`src/rtl/servo_bus_packet_framer_core_macros.svh`:
```
// Assertion macros for the servo bus packet framer.
`ifndef SERVO_BUS_PACKET_FRAMER_CORE_MACROS_SVH
`define SERVO_BUS_PACKET_FRAMER_CORE_MACROS_SVH
`ifndef ASSERT_OFF
`define SBPF_ASSERT(lbl, clk, rst_n, cond) \
	lbl: assert property (@(posedge clk) disable iff (!rst_n) (cond)) \
		else $error("sbpf: check failed");
`define SBPF_ASSERT_IMPL(lbl, clk, rst_n, ante, cons) \
	lbl: assert property (@(posedge clk) disable iff (!rst_n) (ante) |-> (cons)) \
		else $error("sbpf: check failed");
`else
`define SBPF_ASSERT(lbl, clk, rst_n, cond)
`define SBPF_ASSERT_IMPL(lbl, clk, rst_n, ante, cons)
`endif
`endif

```
`src/rtl/sbpf_pkg.sv`:
```
// Types and constants shared by the servo bus packet framer modules.
`default_nettype none
package sbpf_pkg;

	localparam logic       CMD_HEADER   = 1'b0;
	localparam logic       CMD_PARAM    = 1'b1;
	localparam logic [7:0] SYNC_BYTE    = 8'hFF;
	localparam logic [7:0] LENGTH_EXTRA = 8'd2;

	// one queued job: a header or one parameter word, checksum precomputed
	typedef struct packed {
		logic       is_hdr;
		logic       close;
		logic [7:0] b0;     // servo id for a header, parameter byte otherwise
		logic [7:0] len;
		logic [7:0] instr;
		logic [7:0] csum;
	} job_t;

	typedef struct packed {
		logic full;
		logic empty;
	} q_stat_t;

	typedef struct packed {
		logic       open;
		logic [7:0] remaining;
	} front_stat_t;

endpackage
`default_nettype wire

```
`src/rtl/sbpf_front.sv`:
```
// Front end: accepts words, tracks packet state and checksum, builds jobs.
`default_nettype none
module sbpf_front
	import sbpf_pkg::*;
(
	input  wire logic        clk,
	input  wire logic        arst_n,
	input  wire logic        s_tvalid,
	output logic             s_tready,
	input  wire logic [31:0] s_tdata,  // servo_id, instruction, param_count, param_byte
	input  wire logic        s_tuser,  // cmd
	input  wire q_stat_t     q_stat,
	output logic             push,
	output job_t             job,
	output front_stat_t      stat
);

	logic       open_q;
	logic [7:0] sum_q;
	logic [7:0] rem_q;

	logic       accept;
	logic       is_hdr;
	logic [7:0] servo_id, instruction, param_count, param_byte;
	logic [7:0] len, hdr_sum, par_sum, rem_dec;
	logic       par_close;

	assign servo_id    = s_tdata[7:0];
	assign instruction = s_tdata[15:8];
	assign param_count = s_tdata[23:16];
	assign param_byte  = s_tdata[31:24];

	assign s_tready  = !q_stat.full;
	assign accept    = s_tvalid && s_tready;
	assign is_hdr    = (s_tuser == CMD_HEADER);
	assign len       = param_count + LENGTH_EXTRA;
	assign hdr_sum   = servo_id + len + instruction;
	assign par_sum   = sum_q + param_byte;
	assign rem_dec   = rem_q - 8'd1;
	assign par_close = (rem_dec == 8'd0);

	// stray parameter words are dropped here
	assign push = accept && (is_hdr || open_q);

	always_comb begin
		job.is_hdr = is_hdr;
		job.b0     = is_hdr ? servo_id : param_byte;
		job.len    = len;
		job.instr  = instruction;
		job.close  = is_hdr ? (param_count == 8'd0) : par_close;
		job.csum   = is_hdr ? ~hdr_sum : ~par_sum;
	end

	always_ff @(posedge clk or negedge arst_n) begin
		if (!arst_n) begin
			open_q <= 1'b0;
			sum_q  <= '0;
			rem_q  <= '0;
		end else if (push) begin
			if (is_hdr) begin
				sum_q  <= hdr_sum;
				rem_q  <= param_count;
				open_q <= (param_count != 8'd0);
			end else begin
				sum_q  <= par_sum;
				rem_q  <= par_close ? 8'd0 : rem_dec;
				open_q <= !par_close;
			end
		end
	end

	assign stat.open      = open_q;
	assign stat.remaining = rem_q;

endmodule
`default_nettype wire

```
`src/rtl/sbpf_queue.sv`:
```
// Short job queue between front and back end; depth must be a power of two.
`default_nettype none
module sbpf_queue
	import sbpf_pkg::*;
#(
	parameter int DEPTH = 4
) (
	input  wire logic clk,
	input  wire logic arst_n,
	input  wire logic push,
	input  wire job_t push_job,
	input  wire logic pop,
	output job_t      head,
	output q_stat_t   stat
);

	localparam int AW = $clog2(DEPTH);

	job_t          mem_q [DEPTH];
	logic [AW-1:0] wr_q, rd_q;
	logic [AW:0]   cnt_q;

	always_ff @(posedge clk) begin
		if (push)
			mem_q[wr_q] <= push_job;
	end

	always_ff @(posedge clk or negedge arst_n) begin
		if (!arst_n) begin
			wr_q  <= '0;
			rd_q  <= '0;
			cnt_q <= '0;
		end else begin
			if (push)
				wr_q <= wr_q + 1'b1;
			if (pop)
				rd_q <= rd_q + 1'b1;
			case ({push, pop})
				2'b10:   cnt_q <= cnt_q + 1'b1;
				2'b01:   cnt_q <= cnt_q - 1'b1;
				default: cnt_q <= cnt_q;
			endcase
		end
	end

	assign head       = mem_q[rd_q];
	assign stat.full  = (cnt_q == (AW+1)'(DEPTH));
	assign stat.empty = (cnt_q == '0);

endmodule
`default_nettype wire

```
`src/rtl/sbpf_back.sv`:
```
// Back end: walks the head job out one byte per word into the output register.
`default_nettype none
module sbpf_back
	import sbpf_pkg::*;
(
	input  wire logic       clk,
	input  wire logic       arst_n,
	input  wire job_t       job,
	input  wire q_stat_t    q_stat,
	output logic            pop,
	output logic            m_tvalid,
	input  wire logic       m_tready,
	output logic [7:0]      m_tdata,  // tx_byte
	output logic            m_tlast   // end_of_packet
);

	typedef enum logic [5:0] {
		S_FIRST = 6'b000001,
		S_SYNC2 = 6'b000010,
		S_ID    = 6'b000100,
		S_LEN   = 6'b001000,
		S_INSTR = 6'b010000,
		S_CSUM  = 6'b100000
	} st_t;

	st_t        st_q, st_d;
	logic       vld_q;
	logic [7:0] byte_q, byte_d;
	logic       last_q, last_d;
	logic       load, pop_d;

	assign load = !q_stat.empty && (!vld_q || m_tready);
	assign pop  = load && pop_d;

	always_comb begin
		st_d   = st_q;
		byte_d = '0;
		last_d = 1'b0;
		pop_d  = 1'b0;
		case (st_q)
			S_FIRST: begin
				if (job.is_hdr) begin
					byte_d = SYNC_BYTE;
					st_d   = S_SYNC2;
				end else begin
					byte_d = job.b0;
					if (job.close)
						st_d = S_CSUM;
					else
						pop_d = 1'b1;
				end
			end
			S_SYNC2: begin
				byte_d = SYNC_BYTE;
				st_d   = S_ID;
			end
			S_ID: begin
				byte_d = job.b0;
				st_d   = S_LEN;
			end
			S_LEN: begin
				byte_d = job.len;
				st_d   = S_INSTR;
			end
			S_INSTR: begin
				byte_d = job.instr;
				if (job.close) begin
					st_d = S_CSUM;
				end else begin
					pop_d = 1'b1;
					st_d  = S_FIRST;
				end
			end
			S_CSUM: begin
				byte_d = job.csum;
				last_d = 1'b1;
				pop_d  = 1'b1;
				st_d   = S_FIRST;
			end
			default: st_d = S_FIRST;
		endcase
	end

	always_ff @(posedge clk or negedge arst_n) begin
		if (!arst_n) begin
			st_q  <= S_FIRST;
			vld_q <= 1'b0;
		end else begin
			if (load) begin
				st_q  <= st_d;
				vld_q <= 1'b1;
			end else if (m_tready) begin
				vld_q <= 1'b0;
			end
		end
	end

	always_ff @(posedge clk) begin
		if (load) begin
			byte_q <= byte_d;
			last_q <= last_d;
		end
	end

	assign m_tvalid = vld_q;
	assign m_tdata  = byte_q;
	assign m_tlast  = last_q;

endmodule
`default_nettype wire

```
`src/rtl/servo_bus_packet_framer_core.sv`:
```
// Top level of the servo bus packet framer: front end, job queue, back end.
//
//  channel | dir | tdata                                        | tuser | tlast
//  s_      | in  | servo_id, instruction, param_count, param_b. | cmd   | -
//  m_      | out | tx_byte                                      | -     | end_of_packet
//
// The front end takes a word every cycle while the job queue has room.
// The back end sends one byte per cycle through its output register while a
// job is queued and m_tready allows: a header gives FF, FF, id, len, instr,
// a parameter its byte, each plus csum if it closes; stray words give none.
// arst_n clears packet state, queue pointers and the output valid.
// m_tready low holds the output word; the queue then fills and s_tready drops.
`default_nettype none
`include "servo_bus_packet_framer_core_macros.svh"
module servo_bus_packet_framer_core
	import sbpf_pkg::*;
#(
	parameter int QUEUE_DEPTH = 4
) (
	input  wire logic        clk,
	input  wire logic        arst_n,
	input  wire logic        s_tvalid,
	output logic             s_tready,
	input  wire logic [31:0] s_tdata,  // servo_id, instruction, param_count, param_byte
	input  wire logic        s_tuser,  // cmd
	output logic             m_tvalid,
	input  wire logic        m_tready,
	output logic [7:0]       m_tdata,  // tx_byte
	output logic             m_tlast   // end_of_packet
);

	job_t        push_job, head;
	logic        push, pop;
	q_stat_t     q_stat;
	front_stat_t f_stat;

	sbpf_front u_front (
		.clk      (clk),
		.arst_n   (arst_n),
		.s_tvalid (s_tvalid),
		.s_tready (s_tready),
		.s_tdata  (s_tdata),
		.s_tuser  (s_tuser),
		.q_stat   (q_stat),
		.push     (push),
		.job      (push_job),
		.stat     (f_stat)
	);

	sbpf_queue #(
		.DEPTH (QUEUE_DEPTH)
	) u_queue (
		.clk      (clk),
		.arst_n   (arst_n),
		.push     (push),
		.push_job (push_job),
		.pop      (pop),
		.head     (head),
		.stat     (q_stat)
	);

	sbpf_back u_back (
		.clk      (clk),
		.arst_n   (arst_n),
		.job      (head),
		.q_stat   (q_stat),
		.pop      (pop),
		.m_tvalid (m_tvalid),
		.m_tready (m_tready),
		.m_tdata  (m_tdata),
		.m_tlast  (m_tlast)
	);

	`SBPF_ASSERT_IMPL(a_no_overflow, clk, arst_n, q_stat.full, !push)
	`SBPF_ASSERT_IMPL(a_no_underflow, clk, arst_n, pop, !q_stat.empty)
	`SBPF_ASSERT_IMPL(a_open_has_rem, clk, arst_n, f_stat.open, f_stat.remaining != 8'd0)

endmodule
`default_nettype wire

```
`config.mk`:
```
export PLATFORM = sky130hd
export DESIGN_NAME = servo_bus_packet_framer_core
export DESIGN_NICKNAME = d
export VERILOG_FILES = /design/src/rtl/sbpf_pkg.sv /design/src/rtl/sbpf_front.sv /design/src/rtl/sbpf_queue.sv /design/src/rtl/sbpf_back.sv /design/src/rtl/servo_bus_packet_framer_core.sv
export VERILOG_INCLUDE_DIRS = /design/src /design/src/rtl
export SDC_FILE = /design/constraint.sdc
export NUM_CORES = 1
export LEC_CHECK = 0
export BUFFER_PORTS_ARGS = -buffer_cell sky130_fd_sc_hd__buf_4
export CELL_PAD_IN_SITES_DETAIL_PLACEMENT = 1
export CELL_PAD_IN_SITES_GLOBAL_PLACEMENT = 1
export CORE_AREA = 2 2 130 132
export DETAILED_ROUTE_END_ITERATION = 16
export DIE_AREA = 0 0 132 134
export GPL_TIMING_DRIVEN = 0
export PLACE_DENSITY_LB_ADDON = 0.1
export SLEW_MARGIN = 20
export SYNTH_ARGS = -nofsm -noshare
export SYNTH_HDL_FRONTEND = slang
export SYNTH_HIERARCHICAL = 1
export SYNTH_SLANG_ARGS = --single-unit
```
`constraint.sdc`:
```
create_clock -name clk -period 3.5 [get_ports clk]
set_input_delay 0.7 -clock clk [delete_from_list [all_inputs] [get_ports clk]]
set_output_delay 0.7 -clock clk [all_outputs]
set_load 0.01 [all_outputs]
```
Yosys cells after proc, flatten, opt, wreduce, memory -nomap -nowiden
Memory sizes are Yosys's and may differ from the RTL's.
Cells that the tools add are included.

storage, ports and cells
  register bits after elaboration = 40
  RAM bits = 136
  bits of input ports = 37
  word-level logic and storage cells = 72
  memories kept = 1

memories
  name           words  bits a word  read ports  clocked after memory_dff  wr ports  line              text
  u_queue.mem_q  4      34           1           0                         1         sbpf_queue.sv:19  job_t mem_q [DEPTH];

operators by class
  add/sub/neg operators = 9
  equality and inequality tests = 10
  muxes and demuxes = 22
  bitwise logic cells = 3
  reduce and logical (&&, ||, !) cells = 17

operator list
  operator               count
  $mux W8                6
  $pmux W8 S6            1
  $pmux W6 S5            1
  $add A8 B8 Y8          3
  $mux W6                3
  $logic_not A8 Y1       2
  $not A8 Y8             2
  $mux W1                9
  $add A8 B2 Y8 const B  1
  $reduce_bool A8 Y1     1
  $sub A8 B1 Y8 const B  1
  $eq A6 B1 Y1 const B   1
  $eq A6 B2 Y1 const B   1
  $eq A6 B3 Y1 const B   1
  $eq A6 B4 Y1 const B   1
  $eq A6 B5 Y1 const B   1
  $eq A6 B6 Y1 const B   1
  $pmux W3 S2            1
  $add A2 B1 Y2 const B  2
  $logic_and A1 B1 Y1    4
  $logic_not A1 Y1       4
  $reduce_bool A2 Y1     2
  $add A3 B1 Y3 const B  1
  $eq A3 B3 Y1 const B   1
  9 further kinds        10

Logic depth before layout (Yosys ltp)
Gate-level depths: netlist of the first run.
An unclocked memory read counts as a cell.

  word-level depth = 7
  mapped depth = 12
  mapped depth without buffers = 12

Modules after synthesis
Netlist of the first run, hierarchy kept.

modules (own cells, without submodules)
  module      times used  cells each  area each (µm²)  seq. area each (µm²)
  sbpf_queue  1           215         5357.6           4259.1
  sbpf_front  1           220         1943.1           425.4
  sbpf_back   1           94          970.9            446.7

Worst setup path before layout of the first run
Ideal clock, no wire load.

  kind = input-to-reg
  from = input s_tdata[17]
  to = memory u_queue/mem_q[0][7] (netlist name) (data pin)
  setup time = 0.285 ns
  arrival = 2.775 ns
  data required time = 3.215 ns
  slack = 0.440 ns
  stages on the path = 10
  buffers on the path = 0
  path through = ha_1 fa_1 inv_1 fa_1 nand2b_1 a21oi_1 o21ai_0 nand2b_1 xor2_1 mux2i_1

RTL lines
  element             line                                text
  start: declaration  servo_bus_packet_framer_core.sv:24  input wire logic [31:0] s_tdata,
  end: declaration    sbpf_queue.sv:19

==> reports/qor.txt, run 1 <==
status - complete, no violations
Cells after Synth - 528
worst slew pin tran - 0.8493 ns
Avg Cell Area, Syn - 15.65 µm²
DR vias/cell - 5.803
global router's overall resource usage - 23.28%
via count - 4805
Crit Path Class - in2reg
drt drc - 0
Worst EP arrival - 3.51 ns
crit path max fanout - 5
Mapped Area - 8264 µm²
CTS Sinks - 176
RSZ-0062 raised after global routing - no
Critical Path Source Type - input port
clock-pin slew on the worst setup and hold paths - 0.07 ns
Starting Density - 50.73%
FP Rows - 47
most common cell after layout, fill and taps aside - edfxtp_1
WL per Instance - 23.47 µm
core area - 16290 µm²
first-pass GRT wire length - 30440 µm
Worst Skew - 0.008926 ns
final std cells w/o fill - 828
Peak VDD IR - 0.4605 mV
syn nets - 596
Die Y-Extent - 134 µm
placed insts - 798
Max Slew Vio Count - 0
initial antenna violation count - 0
final worst path period share - 95.96%
DRT antenna net count - 0
PortBufs - 46
layout cell share with drive strength beyond 1 - 27.14%
ant diodes - 0
routability cong. - 0.8061
initial detailed-routing violation count - 356
# H-tree levels - 4
yosys warns - 6
CTS tree - done
DR pass1 iterations - 4
crit end category - flip-flop
Lkg Pwr - 3.553 nW
Root Buffer - clkbuf_16
max_cap viols - 0
Worst-Skew Late Latency - 0.43 ns
Pwr Density - 845.1 nW/µm²
Pwr Total - 8.101 mW
final setup violation count - 0
final hold violation count - 0
Final WS setup - 0.1415 ns
number of global-route vias before repair - 5308
CTS resizes - 1
# IOs - 48
CTS Buf Count - 17
CTS Hold Bufs - 0
post-route minimum period - 3.358 ns
post-detail-place hpwl - 14090 µm
worst path required time - 3.65 ns
postcts setup bufs - 0
slew margin rel. - 43.07%
Area Growth Syn to Fin - 15.99%
remaining global-route overflow - 0
f_max - 0.2978 GHz
Post-Place Setup Slack - -0.3617 ns
Final Cell Area - 9585 µm²
final WL - 19440 µm
Worst Hold Class - in2async
maximum root-to-sink buffer count - 2
Die X - 132 µm
pin count of the biggest net entering global routing - 32
Net count, final - 664
Post-DP Area - 8992 µm²
die footprint - 17690 µm²
commonest non-fill, non-tap cells in the layout - edfxtp_1, buf_4, nand2_1
==> per-layer routing <==
| layer | wire [µm] | track usage (%) | part of all wire [%] | vias up |
|---|---|---|---|---|
| met3 | 769 | 4.762 | 4.0 | 25 |
| met4 | 300 | 7.609 | 1.5 | 0 |
| met1 | 8322 | 30.08 | 43 | 2526 |
| met5 | 0 | 0 | 0 | - |
| li1 | - | - | - | 2157 |
| met2 | 10040 | 39.81 | 52 | 97 |
==> through the flow <==
stage                     hold slack, ns  utilization (%)  TNS [ns]
final                             0.2087            58.84         0
after global routing              0.2278            58.84         0
after CTS                         0.2192            58.81         0
after detailed placement          0.4897            55.20    -2.979
after global placement            0.4659            54.54    -38.20
after floorplan                   0.4044                -         0
==> path summary, 6_finish.rpt <==
check | startpoint | endpoint | slack, ns | depth (start not counted)
max in group asynchronous | arst_n | u_back/st_q[0] | 2.94 | 1
min in group clk | u_front/sum_q[3] | u_front/sum_q[3] | 0.50 | 2
setup / recovery | s_tdata[17] | u_queue/mem_q[1][7] | 0.14 | 11
hold / removal | arst_n | u_queue/cnt_q[1] | 0.21 | 1
setup reg to reg | u_queue/rd_q[0] | u_queue/cnt_q[2] | 0.28 | 11
hold reg to reg | u_front/sum_q[3] | u_front/sum_q[3] | 0.50 | 2
==> registers in the layout, summed over array words and instances (netlist names), 2 cells and up <==
| name | count |
|---|---|
| u_queue/mem_q | 136 |
| u_front/sum_q | 8 |
| u_queue/rd_q | 2 |
| u_front/rem_q | 8 |
| u_back/st_q | 6 |
| u_queue/cnt_q | 3 |
| u_queue/wr_q | 2 |
| u_back/m_tdata | 8 |
==> area by class of cell <==
type,count,area (µm²)
Fill cell,1518,6704
Sequential cell,176,5131
Multi-Input combinational cell,300,2845
Timing Repair Buffer,50,447.9
Clock buffer,18,429.2
Tap cell,220,275.3
Buffer,29,219.0
Clock inverter,13,155.1
Inverter,22,82.58
==> where the power goes <==
group | switching [mW] | internal [mW] | leakage, nW
Combinational | 1.68 | 1.34 | 1.57
Clock | 0.806 | 1.06 | 0.269
Sequential | 0.238 | 2.98 | 1.71
==> critical path: stages <==
cell and delay, ns:
buf_4 0.13, ha_1 0.22, xor2_1 0.45, fa_1 0.51, ha_1 0.34, nand2b_1 0.14
a21oi_1 0.10, o21ai_0 0.16, nand2b_1 0.09, xor2_1 0.18, mux2i_1 0.49
(Power assumes the default switching activity.)
==> inputs of run 2 (changes only) <==
--- a/config.mk
+++ b/config.mk
@@ -9,13 +9,12 @@
 export BUFFER_PORTS_ARGS = -buffer_cell sky130_fd_sc_hd__buf_4
 export CELL_PAD_IN_SITES_DETAIL_PLACEMENT = 1
 export CELL_PAD_IN_SITES_GLOBAL_PLACEMENT = 1
-export CORE_AREA = 2 2 130 132
+export CORE_AREA = 2 2 129 131
 export DETAILED_ROUTE_END_ITERATION = 16
-export DIE_AREA = 0 0 132 134
+export DIE_AREA = 0 0 131 133
 export GPL_TIMING_DRIVEN = 0
 export PLACE_DENSITY_LB_ADDON = 0.1
 export SLEW_MARGIN = 20
 export SYNTH_ARGS = -nofsm -noshare
 export SYNTH_HDL_FRONTEND = slang
-export SYNTH_HIERARCHICAL = 1
 export SYNTH_SLANG_ARGS = --single-unit
==> reports/qor.txt, run 2 <==
crit path max fanout - 6
via count - 4900
R2R Path Start - u_queue.cnt_q[0]
status - complete, no violations
number of global-route vias before repair - 5330
Post-synth EDFFs - 145
post-layout util - 58.65%
Starting Density - 50.59%
die footprint - 17420 µm²
remaining global-route overflow - 0
Cells after Synth - 523
worst slew pin tran - 0.9946 ns
RSZ-0062 raised after global routing - no
Net count, final - 662
global router's overall resource usage - 24.40%
DR pass1 iterations - 4
critical path's largest stage delay - 0.54 ns
commonest non-fill, non-tap cells in the layout - edfxtp_1, buf_4, mux4_2
reg2reg end - u_queue.cnt_q[1]
DRT antenna net count - 0
CTS Buf Count - 17
Mapped Area - 8182 µm²
Post-synth top cells - edfxtp_1, mux4_2, dfrtp_1
pin count of the biggest net entering global routing - 32
first-pass GRT wire length - 30460 µm
DR vias/cell - 5.925
placed insts - 795
final WL - 19650 µm
ant diodes - 0
Peak VDD IR - 0.4099 mV
Worst Hold Class - in2async
max_cap viols - 0
worst path required time - 3.70 ns
WP buf/inv - 1
async set-reset flop share out of synthesis - 17.61%
fillers - 1529
Yosys reg bits - 176
FP Rows - 47
most common cell after layout, fill and taps aside - edfxtp_1
Max Slew Vio Count - 0
slowest cell on the critical path - fa_1
Worst Skew - 0.009919 ns
core area - 16170 µm²
slew margin rel. - 33.08%
cell taking the most area after synthesis - edfxtp_1
maximum root-to-sink buffer count - 2
post-detail-place hpwl - 14200 µm
yosys warns - 0
Most used DFF post-synth - edfxtp_1
Largest Register - u_queue.mem_q
CTS resizes - 0
postcts setup bufs - 0
WL per Instance - 23.76 µm
count of cell types in the netlist - 67
layout cell share with drive strength beyond 1 - 25.70%
Die X - 131 µm
drt drc - 0
routability cong. - 0.8557
final std cells w/o fill - 827
Die Y-Extent - 133 µm
Pwr Density - 822.0 nW/µm²
cell family with most CP delay - adder cells
Worst-Skew Late Latency - 0.44 ns
cell breakdown of the critical path - buf_4, ha_1, xor2_1, fa_1, ha_1, o21ai_0, o21bai_1, a21oi_1, xnor2_1, mux2i_1
Crit Path Class - in2reg
Critical Path Source Type - input port
syn nets - 591
final hold violation count - 0
crit end category - flip-flop
initial antenna violation count - 0
clock-pin slew on the worst setup and hold paths - 0.07 ns
setup TNS - 0 ns
Avg Cell Area, Syn - 15.64 µm²
main area contributors after synthesis - edfxtp_1, mux4_2, dfrtp_1
CTS tree - done
final setup violation count - 0
Lkg Pwr - 3.414 nW
Root Buffer - clkbuf_16
# H-tree levels - 4
PortBufs - 47
most frequent cell after synthesis - edfxtp_1
sequential fraction of the synthesis area - 62.72%
final worst path period share - 96.28%
CTS Hold Bufs - 0
Worst EP arrival - 3.57 ns
R2R depth - 8
Area Growth Syn to Fin - 15.94%
CTS Sinks - 176
r2r setup slk - 0.32 ns
cell mode on critical path - ha_1
f_max - 0.2967 GHz
initial detailed-routing violation count - 336
Largest register FFs - 136
# IOs - 48
post-route minimum period - 3.370 ns
area fraction of the dominant cell type after synthesis - 53.22%
-- run 2: cell types whose count changed in the layout (fill, tap and decap cells not counted), sizes merged, moves of 4 or more --
| cell | change |
|---|---|
| inv | -9 |
| clkbuf | +7 |
| a21oi | +4 |
| o21ai | +8 |
| and3 | +10 |
| nand4 | +5 |
| nand2b | -5 |
| o21a | +6 |
| clkinv | +5 |
| a21boi | -7 |
| buf | -11 |
| nand2 | -16 |
-- run 2: worst register-to-register path, delay by kind of cell (launching register included) --
family | cells | cell delay [ns]
buffers and inverters | 3 | 0.94
adder cells (fa/ha/maj) | 2 | 0.76
AND/OR/NAND/NOR | 2 | 0.65
multiplexers | 1 | 0.29
flip-flops | 1 | 0.43
-- run 2: report_power, final --
| group | internal, mW | switching [mW] |
|---|---|---|
| registers | 2.95 | 0.244 |
| logic | 1.28 | 1.60 |
| clock network | 0.928 | 0.804 |
-- run 2: kinds of logic after synthesis --
logic type      synth area share (%)
mux                            11.99
simple gates                   6.882
compound gates                 8.243
fa+ha+maj                      5.658
buf+inv                        1.988
xor+xnor                       2.523
flops                          62.72
-- run 2: final cells by class --
class	instances	area, µm²	area share (%)
flip-flops and latches	176	5131	54.10
inverters	16	60.06	0.6332
plain buffers	21	102.6	1.082
clock buffers	20	446.7	4.709
well taps	220	275.3	2.902
repair buffers	52	474.2	4.999
clock inverters	12	85.08	0.8970
multi-input cells	310	2910	30.68
-- run 2: routing by layer --
| metal | up-vias | share of wire, % | wire length (µm) | global-route usage, % |
|---|---|---|---|---|
| li1 | 2219 | - | - | - |
| met1 | 2525 | 45 | 8746 | 33.68 |
| met2 | 134 | 50 | 9775 | 39.90 |
| met3 | 22 | 4.2 | 829 | 4.286 |
| met4 | 0 | 1.5 | 296 | 7.210 |
| met5 | - | 0 | 0 | 0 |
-- run 2: through the flow --
step	setup WS, ns	hold slack (ns)	total power, mW	cell area, µm²
6_report	0.1301	0.2447	7.797	9485
5_1_grt	0.008257	0.2707	8.237	9485
4_1_cts	0.06433	0.2568	7.863	9472
3_5_place_dp	-0.3186	0.4775	6.105	8940
3_3_place_gp	-0.2986	0.4691	5.888	8810
2_1_floorplan	0.4433	0.4044	5.127	8182
-- run 2: how the worst max path moves through the flow --
stage / startpoint / endpoint / slack, ns / depth (start not counted)
floorplan: s_tdata[17] / u_queue.mem_q[0][7] / 0.44 / 9
global placement: s_tuser / u_queue.mem_q[0][10] / -0.30 / 6
detailed placement: s_tdata[17] / u_queue.mem_q[2][7] / -0.32 / 10
CTS: s_tdata[17] / u_queue.mem_q[2][7] / 0.06 / 10
global route: s_tdata[17] / u_queue.mem_q[1][6] / 0.008 / 10
finish: s_tdata[17] / u_queue.mem_q[1][6] / 0.13 / 10
